==> config.mk <==
export PLATFORM = sky130hd
export DESIGN_NAME = five_channel_block_averager
export DESIGN_NICKNAME = d
export VERILOG_FILES = /design/src/rtl/fcba_pkg.sv /design/src/rtl/fcba_lane.sv /design/src/rtl/fcba_ctrl.sv /design/src/rtl/five_channel_block_averager.sv
export SDC_FILE = /design/constraint.sdc
export NUM_CORES = 2
export LEC_CHECK = 0
export ABC_AREA = 1
export BUFFER_PORTS_ARGS = -buffer_cell sky130_fd_sc_hd__buf_2
export CORE_MARGIN = 10
export CORE_UTILIZATION = 30
export DETAILED_ROUTE_END_ITERATION = 12
export SYNTH_ARGS = -nofsm -noshare
export SYNTH_HDL_FRONTEND = slang
export SYNTH_HIERARCHICAL = 1
export SYNTH_SLANG_ARGS = --single-unit
==> constraint.sdc <==
create_clock -name i_clk -period 33 [get_ports i_clk]
set_input_delay 6.6 -clock i_clk [delete_from_list [all_inputs] [get_ports i_clk]]
set_output_delay 6.6 -clock i_clk [all_outputs]
set_load 0.01 [all_outputs]
==> src/rtl/fcba_pkg.sv <==
// fcba_pkg: shared constants, register codes and the control struct of the
// five channel block averager. No dependencies.
`timescale 1ns / 1ps

package fcba_pkg;

    localparam int CHAN_NUM     = 5;
    localparam int SAMPLE_W     = 12;
    localparam int GAIN_W       = 16;
    localparam int GAIN_FRAC    = 12;
    localparam int AVG_W        = 16;
    localparam int BATT_CHAN    = 3;
    localparam int SPB_DEFAULT  = 8;

    localparam int IN_DATA_W    = 64;
    localparam int OUT_DATA_W   = CHAN_NUM * AVG_W;

    localparam int CFG_IDX_W    = 8;
    localparam int CFG_DATA_W   = 16;

    localparam logic [SAMPLE_W-1:0] THRESH_RESET = 12'd1600;
    localparam logic [GAIN_W-1:0]   GAIN_RESET   = 16'd4096;

    typedef enum logic [CFG_IDX_W-1:0] {
        REG_THRESHOLD = 8'd0,
        REG_GAIN      = 8'd1
    } t_reg_idx;

    typedef struct packed {
        logic valid;
        logic done;
        logic active;
    } t_ctrl;

endpackage

==> src/rtl/fcba_lane.sv <==
// fcba_lane: one channel - accumulator, divide by block length via reciprocal
// multiply with one correction step, then Q4.12 gain. Depends on fcba_pkg.
`timescale 1ns / 1ps

module fcba_lane import fcba_pkg::*; #(
    parameter int SAMPLES_PER_BLOCK = SPB_DEFAULT
) (
    input  logic                i_clk,
    input  logic                i_rst_n,
    input  logic                i_en,
    input  logic                i_acc_en,
    input  logic                i_done,
    input  logic [SAMPLE_W-1:0] i_sample,
    input  logic [GAIN_W-1:0]   i_gain,
    output logic [AVG_W-1:0]    o_scaled
);

    localparam int SW = $clog2(SAMPLES_PER_BLOCK * ((1 << SAMPLE_W) - 1) + 1);
    localparam int QW = SAMPLE_W;
    localparam int PW = SAMPLE_W + GAIN_W;
    localparam logic [SW-1:0] NC    = SW'(SAMPLES_PER_BLOCK);
    localparam logic [SW-1:0] RECIP = SW'((2 ** SW) / SAMPLES_PER_BLOCK);

    logic [SW-1:0]   r_acc;
    logic [SW-1:0]   r_sum1;
    logic [SW-1:0]   r_sum2;
    logic [QW-1:0]   r_q0;
    logic [QW-1:0]   r_q;
    logic [PW-1:0]   r_prod;

    logic [SW-1:0]   n_acc;
    logic [2*SW-1:0] n_recip;
    logic [2*SW-1:0] n_qn;
    logic [SW-1:0]   n_rem;
    logic [QW-1:0]   n_q;

    assign n_acc   = r_acc + SW'(i_sample);
    // estimate is exact or one low
    assign n_recip = {{SW{1'b0}}, r_sum1} * {{SW{1'b0}}, RECIP};
    assign n_qn    = {{(2*SW-QW){1'b0}}, r_q0} * {{SW{1'b0}}, NC};
    assign n_rem   = r_sum2 - n_qn[SW-1:0];
    assign n_q     = (n_rem >= NC) ? QW'(r_q0 + 1'b1) : r_q0;

    always_ff @(posedge i_clk) begin
        if (!i_rst_n) begin
            r_acc <= '0;
        end else if (i_acc_en) begin
            r_acc <= i_done ? '0 : n_acc;
        end
    end

    always_ff @(posedge i_clk) begin
        if (i_en) begin
            r_sum1 <= n_acc;
            r_sum2 <= r_sum1;
            r_q0   <= QW'(n_recip[2*SW-1:SW]);
            r_q    <= n_q;
            r_prod <= {{GAIN_W{1'b0}}, r_q} * {{QW{1'b0}}, i_gain};
        end
    end

    // 12b x 16b >> 12 never exceeds 16 bits
    assign o_scaled = r_prod[PW-1:GAIN_FRAC];

endmodule

==> src/rtl/fcba_ctrl.sv <==
// fcba_ctrl: block counter, battery threshold check and the control pipeline
// that runs alongside the lanes. Depends on fcba_pkg.
`timescale 1ns / 1ps

module fcba_ctrl import fcba_pkg::*; #(
    parameter int SAMPLES_PER_BLOCK = SPB_DEFAULT
) (
    input  logic                i_clk,
    input  logic                i_rst_n,
    input  logic                i_en,
    input  logic                i_accept,
    input  logic [SAMPLE_W-1:0] i_battery,
    input  logic [SAMPLE_W-1:0] i_threshold,
    output logic                o_done,
    output t_ctrl               o_ctrl
);

    localparam int CW     = $clog2(SAMPLES_PER_BLOCK);
    localparam int STAGES = 4;

    logic [CW-1:0] r_count;
    t_ctrl         r_stage [STAGES];
    t_ctrl         n_head;

    assign o_done = (r_count == CW'(SAMPLES_PER_BLOCK - 1));

    always_comb begin
        n_head.valid  = i_accept;
        n_head.done   = o_done;
        n_head.active = (i_battery >= i_threshold);
    end

    always_ff @(posedge i_clk) begin
        if (!i_rst_n) begin
            r_count <= '0;
        end else if (i_accept) begin
            r_count <= o_done ? '0 : CW'(r_count + 1'b1);
        end
    end

    always_ff @(posedge i_clk) begin
        if (!i_rst_n) begin
            for (int s = 0; s < STAGES; s++) begin
                r_stage[s] <= '0;
            end
        end else if (i_en) begin
            r_stage[0] <= n_head;
            for (int s = 1; s < STAGES; s++) begin
                r_stage[s] <= r_stage[s-1];
            end
        end
    end

    assign o_ctrl = r_stage[STAGES-1];

endmodule

==> src/rtl/five_channel_block_averager.sv <==
// five_channel_block_averager: top level - config registers, five lanes,
// control pipeline and output merge register. Depends on fcba_pkg,
// fcba_lane, fcba_ctrl.
//
// channel  | dir | request when          | payload
// s_axis   | in  | tvalid & tready       | tdata: five 12b samples
// m_axis   | out | tvalid & tready       | tdata: five 16b averages, tlast, tuser
// cfg      | in  | cfg_valid & cfg_ready | index, data
//
// One request per cycle sustained while s_axis_tready is high; each result passes
// through accumulate, reciprocal multiply, correction, gain multiply, output reg.
// s_axis_tready falls only while the output register holds an untaken result.
// Synchronous active-low reset clears accumulators, counter and valids.
`timescale 1ns / 1ps

module five_channel_block_averager import fcba_pkg::*; #(
    parameter int SAMPLES_PER_BLOCK = SPB_DEFAULT
) (
    input  logic                  i_clk,
    input  logic                  i_rst_n,

    input  logic                  i_s_axis_tvalid,
    output logic                  o_s_axis_tready,
    // air_pressure, fuel, accel, battery, coolant (12b each), 4b pad
    input  logic [IN_DATA_W-1:0]  i_s_axis_tdata,

    output logic                  o_m_axis_tvalid,
    input  logic                  i_m_axis_tready,
    // avg_air_pressure, avg_fuel, avg_accel, avg_battery, avg_coolant (16b each)
    output logic [OUT_DATA_W-1:0] o_m_axis_tdata,
    // block_done
    output logic                  o_m_axis_tlast,
    // device_active
    output logic                  o_m_axis_tuser,

    input  logic                  i_cfg_valid,
    output logic                  o_cfg_ready,
    input  logic [CFG_IDX_W-1:0]  i_cfg_index,
    input  logic [CFG_DATA_W-1:0] i_cfg_data
);

    logic [SAMPLE_W-1:0]   r_threshold;
    logic [GAIN_W-1:0]     r_gain;

    logic                  r_out_valid;
    logic                  r_out_last;
    logic                  r_out_user;
    logic [OUT_DATA_W-1:0] r_out_data;
    logic [OUT_DATA_W-1:0] n_out_data;

    logic                  w_en;
    logic                  w_accept;
    logic                  w_done;
    t_ctrl                 w_ctrl;
    logic [AVG_W-1:0]      w_scaled [CHAN_NUM];

    assign w_en            = !r_out_valid || i_m_axis_tready;
    assign w_accept        = i_s_axis_tvalid && w_en;
    assign o_s_axis_tready = w_en;
    assign o_cfg_ready     = 1'b1;

    always_ff @(posedge i_clk) begin
        if (!i_rst_n) begin
            r_threshold <= THRESH_RESET;
            r_gain      <= GAIN_RESET;
        end else if (i_cfg_valid) begin
            case (i_cfg_index)
                REG_THRESHOLD: r_threshold <= i_cfg_data[SAMPLE_W-1:0];
                REG_GAIN:      r_gain      <= i_cfg_data[GAIN_W-1:0];
                default: ;
            endcase
        end
    end

    fcba_ctrl #(
        .SAMPLES_PER_BLOCK (SAMPLES_PER_BLOCK)
    ) u_ctrl (
        .i_clk       (i_clk),
        .i_rst_n     (i_rst_n),
        .i_en        (w_en),
        .i_accept    (w_accept),
        .i_battery   (i_s_axis_tdata[BATT_CHAN*SAMPLE_W +: SAMPLE_W]),
        .i_threshold (r_threshold),
        .o_done      (w_done),
        .o_ctrl      (w_ctrl)
    );

    for (genvar c = 0; c < CHAN_NUM; c++) begin : g_lane
        fcba_lane #(
            .SAMPLES_PER_BLOCK (SAMPLES_PER_BLOCK)
        ) u_lane (
            .i_clk    (i_clk),
            .i_rst_n  (i_rst_n),
            .i_en     (w_en),
            .i_acc_en (w_accept),
            .i_done   (w_done),
            .i_sample (i_s_axis_tdata[c*SAMPLE_W +: SAMPLE_W]),
            .i_gain   (r_gain),
            .o_scaled (w_scaled[c])
        );
    end

    always_comb begin
        for (int c = 0; c < CHAN_NUM; c++) begin
            n_out_data[c*AVG_W +: AVG_W] = w_ctrl.done ? w_scaled[c] : '0;
        end
    end

    always_ff @(posedge i_clk) begin
        if (!i_rst_n) begin
            r_out_valid <= 1'b0;
        end else if (w_en) begin
            r_out_valid <= w_ctrl.valid;
        end
    end

    always_ff @(posedge i_clk) begin
        if (w_en) begin
            r_out_last <= w_ctrl.done;
            r_out_user <= w_ctrl.active;
            r_out_data <= n_out_data;
        end
    end

    assign o_m_axis_tvalid = r_out_valid;
    assign o_m_axis_tdata  = r_out_data;
    assign o_m_axis_tlast  = r_out_last;
    assign o_m_axis_tuser  = r_out_user;

endmodule
Word-level counts from Yosys, hierarchy flattened
Memory sizes are Yosys's and may differ from the RTL's.
Cells that the tools add are included.
{"block": "word_totals", "ff_bits": 599, "ram_bits": 12, "in_bits": 93, "output_inout_bits": 85, "wordCells": 96, "n_memories": 1}
{"block": "op_classes", "n_addsub": 16, "multipliers": 5, "n_lt_le_gt_ge": 6, "n_eq_ne": 2, "mux": 19, "bitwise_logic": 4, "n_reduce_logical": 6}
{"name": "u_ctrl.r_stage", "words": 4, "width": 3, "rd": 4, "rd_ports_with_merged_regs": 0, "wr": 4, "line": "fcba_ctrl.sv:22", "rtl": "t_ctrl r_stage [STAGES];"}
{"cell": "$mul A12 B16 Y28", "count": 5}
{"cell": "$add A15 B12 Y15", "count": 5}
{"cell": "$ge A15 B4 Y1 const B", "count": 5}
{"cell": "$mux W15", "count": 5}
{"cell": "$sub A15 B15 Y15", "count": 5}
{"cell": "$add A12 B1 Y12 const B", "count": 5}
{"cell": "$mux W12", "count": 5}
{"cell": "$mux W3", "count": 5}
{"cell": "$ge A12 B12 Y1", "count": 1}
{"cell": "$eq A8 B1 Y1 const B", "count": 1}
{"cell": "$logic_not A8 Y1", "count": 1}
{"cell": "$mux W1", "count": 4}
{"cell": "$or A1 B1 Y1", "count": 4}
{"cell": "$reduce_and A2 Y1", "count": 2}
{"cell": "$add A3 B1 Y3 const B", "count": 1}
{"cell": "$eq A3 B3 Y1 const B", "count": 1}
{"cell": "$logic_and A1 B1 Y1", "count": 1}
{"cell": "$logic_not A1 Y1", "count": 1}
{"cell": "$logic_or A1 B1 Y1", "count": 1}

Depth between registers and ports, before layout
{"block": "logic_depth", "ltp_word": 6, "ltp_mapped": 24, "ltp_nobuf": 22}

Cells and area by module
Netlist, hierarchy kept.
{"module": "fcba_lane (g_lane[0].u_lane ...)", "instances": 2, "cells_per_inst": 1139, "area_per_inst_um2": 9135.0, "seq_area_each_um2": 1861.8}
{"module": "fcba_lane (g_lane[2].u_lane)", "instances": 1, "cells_per_inst": 1143, "area_per_inst_um2": 9166.3, "seq_area_each_um2": 1861.8}
{"module": "fcba_lane (g_lane[3].u_lane)", "instances": 1, "cells_per_inst": 1142, "area_per_inst_um2": 9157.5, "seq_area_each_um2": 1861.8}
{"module": "fcba_lane (g_lane[4].u_lane)", "instances": 1, "cells_per_inst": 1141, "area_per_inst_um2": 9132.5, "seq_area_each_um2": 1861.8}
{"module": "five_channel_block_averager", "instances": 1, "cells_per_inst": 435, "area_per_inst_um2": 4445.5, "seq_area_each_um2": 3042.9}
{"module": "fcba_ctrl", "instances": 1, "cells_per_inst": 109, "area_per_inst_um2": 922.1, "seq_area_each_um2": 420.4}

Worst setup path before layout
Ideal clock, no wire load.
{"block": "synth_timing", "path_type": "in2out", "start": "in i_m_axis_tready", "end": "out o_s_axis_tready", "arrival_ns": 13.933, "required_time_ns": 26.400, "setup_slack_ns": 12.467, "stages": 2, "n_path_buf": 0, "path_cell_list": "inv_1 nand2_1"}
{"block": "synth_via", "elab_chain_len": 1}
{"element": "from (decl)", "line": "five_channel_block_averager.sv:28", "rtl": "input logic i_m_axis_tready,"}
{"element": "$logic_or A1 B1 Y1", "line": "five_channel_block_averager.sv:57", "rtl": "assign w_en = !r_out_valid || i_m_axis_tready;"}
{"element": "to (decl)", "line": "five_channel_block_averager.sv:23", "rtl": "output logic o_s_axis_tready,"}
Every way passes these cells.

Worst setup path after layout
Ends and elaborated chain as after synthesis.

==> impl_metrics.ini <==
[yosys]
yosys.cell_types.count = 46
synth_top_area_cell = fa_1
synth_edf_count = 354
syn_nets = 7425
netlist_instances = 6248
yosysTopAreaCellShare = 0.274
async_flop_share = 0
ys_seq_area_frac = 0.250
syn_area_sq_um = 51100
synth-main-ff-cell = edfxtp_1
synth_area_leaders = fa_1 27%, edfxtp_1 21%, nand2_1 14%
yosysWarnings = 6
ys_ff_latch = 461
syn_area_per_cell_sq_um = 8.18

[timing]
finalCritPeriodShare = 0.420
drv_slew = 0
final.setup.tns_ps = 0
min_period_ps = 13870
max_slew_margin = 0.241
max_freq_ghz = 0.0721
rsz0062_at_grt = no
skew_ps = 63.1
worst_pin_slew_ps = 1130
setup_viol = 0
hold_violations = 0

[clock_tree]
path_clk_slew_ps = 60
post_cts_resized = 0
clockBufferDepth = 3
cts_tree = yes
clkSinkCount = 461
clock_latency_ps = 690
htree_levels = 2
holdBufCountCts = 0
postCtsSetupRepairBufs = 0
numCtsBuffers = 58
clock-root-buffer = clkbuf_16

[final_layout]
areaGrowthSynthToFinish_pct = 9.77
final_util = 0.331
multi_input_comb_area_sq_um = 31700
drive_gt1_frac = 0.0628
final_common_cell = nand2_1
layout_common_cells = 1,870 x nand2_1, 1,527 x inv_1, 700 x fa_1
register_area_sq_um = 12800
fillers = 17800
layout.nets = 7460

[routing]
ant_nets = 0
drc = 0
drtIter0Drc = 2386
vias = 38700
wirelength_um = 133000
via_per_inst = 4.53
drt_pre_antenna_iters = 6
wl_per_cell_um = 15.5

[power_and_ir_drop]
total_leakage_power_nw = 30.7
total_power_mw = 1.97
peakVddDrop_uv = 34.0
p_per_area_nw_per_um2 = 35.1

[floorplanning]
design.die.area_sq_um = 187000
die_w_um = 433
coreArea_sq_um = 169000
rows = 151
start_util = 0.302
ios = 178
die_y_um = 433

[critical_path]
cp.required_ps = 26400
cp-start-kind = primary input
cp_slowest_stage_delay_ps = 230
crit_top_cell = buf_2
cp_slowest_cell = buf_2
worst_ep_arrival_time_ps = 7270
crit_fanout = 6
crit_type = primary input to output port
end_kind = output port
crit_chain = buf_2 > inv_1 > nand2_4 > buf_2

[status]
run_status = completed

[grt]
antenna_found_initial = 4
grt_pass1_wl_um = 218000
grt_max_degree = 67
grtUsageTotal = 0.144
grt_overflow = 0
grt_pass1_vias = 41000

[place]
io_buffers = 172
place_congestion = 0.896
dp_hpwl_um = 103000

[run]
maxCapViolCount = 0

[hold_path]
min_path_type = flip-flop to flip-flop
## cell usage after synthesis (8+ instances only)
cell type / number
clkbuf_1: 208
o21a_1: 10
nor2_1: 249
a21boi_0: 10
fa_1: 700
o21ai_1: 11
dfxtp_1: 107
nand2_2: 26
nor3_1: 30
a21oi_1: 259
ha_1: 384
nand3_1: 184
edfxtp_1: 354
nor2_2: 15
o21bai_1: 18
a21o_1: 11
o21ai_0: 57
xor2_1: 56
nand2_1: 1871
inv_1: 1527
nor4_1: 10
and2_1: 36
nand4_1: 22
xnor2_1: 21
nand3b_1: 8
buf_2: 9
## cell type report
class / instances / share of cell area
Multi-Input combinational cell: 4028 / 0.565
Sequential cell: 461 / 0.228
Inverter: 1535 / 0.103
Tap cell: 2218 / 0.0495
Clock buffer: 65 / 0.0267
Timing Repair Buffer: 199 / 0.0190
Clock inverter: 45 / 0.00899
Antenna cell: 3 / 0.000134
## cells by family (layout without fill, tap and decap cells)
logic type / after synthesis / in the layout / synth area share
XOR/XNOR: 77 / 77 / 0.0132
adder cells (fa/ha/maj): 1084 / 1084 / 0.368
flip-flops: 461 / 461 / 0.250
AO/OA/AOI/OAI: 386 / 386 / 0.0409
other: 1 / 4 / 0.0000734
buffers and inverters: 1759 / 1844 / 0.130
AND/OR/NAND/NOR: 2480 / 2480 / 0.197
## critical path, delay by kind of cell
kind | cells | cell delay (ps)
buffers and inverters | 3 | 440
and+or+nand+nor | 1 | 200
## power breakdown
group	switching [mW]	total, mW	internal [mW]	leakage (nW)
sequential	0.155	0.902	0.747	4.89
clock	0.281	0.668	0.387	0.957
combinational	0.254	0.397	0.143	24.8
total	0.690	1.97	1.28	30.7
## path summary, 6_finish.rpt
kind                            cells after the start                            startpoint                                     to  slack, ps
worst max-delay path                                4                       i_m_axis_tready                        o_s_axis_tready      19130
worst min-delay path                                0  g_lane[0].u_lane/r_sum1[7]$_DFFE_PP_   g_lane[0].u_lane/r_sum2[7]$_DFFE_PP_        390
worst max register to register                     16               r_gain[10]$_SDFFE_PN0P_  g_lane[1].u_lane/r_prod[16]$_DFFE_PP_      26980
worst min register to register                      0  g_lane[0].u_lane/r_sum1[7]$_DFFE_PP_   g_lane[0].u_lane/r_sum2[7]$_DFFE_PP_        390
## through the flow
stage / instance area, sq um / instances / worst slack [ps] / hold slack (ps)
5_1_grt: 56100 / 8552 / 19090 / 393
4_1_cts: 56100 / 8551 / 19100 / 394
6_report: 56100 / 8554 / 19130 / 390
3_5_place_dp: 54100 / 8441 / 19110 / 405
3_3_place_gp: 54100 / 8441 / 19110 / 400
2_1_floorplan: 51100 / 6248 / 12470 / 400
## sequential cells by signal (all words and copies together) (netlist names)
name                  cells
u_ctrl/r_stage           12
u_ctrl/r_count            3
g_lane.u_lane/r_sum2     60
r_gain                   16
g_lane.u_lane/r_prod     80
r_threshold              12
g_lane.u_lane/r_q        60
g_lane.u_lane/r_acc      75
o_m_axis_tuser            1
o_m_axis_tvalid           1
g_lane.u_lane/r_sum1     60
o_m_axis_tlast            1
o_m_axis_tdata           80
## layer usage
| layer | global-route usage | up-vias | share of wire |
|---|---|---|---|
| met3 | 0.0180 | 206 | 0.047 |
| met5 | 0 | - | 0 |
| li1 | - | 18600 | - |
| met4 | 0.0475 | 0 | 0.035 |
| met2 | 0.253 | 914 | 0.49 |
| met1 | 0.181 | 19000 | 0.43 |
(Power assumes the default switching activity.)
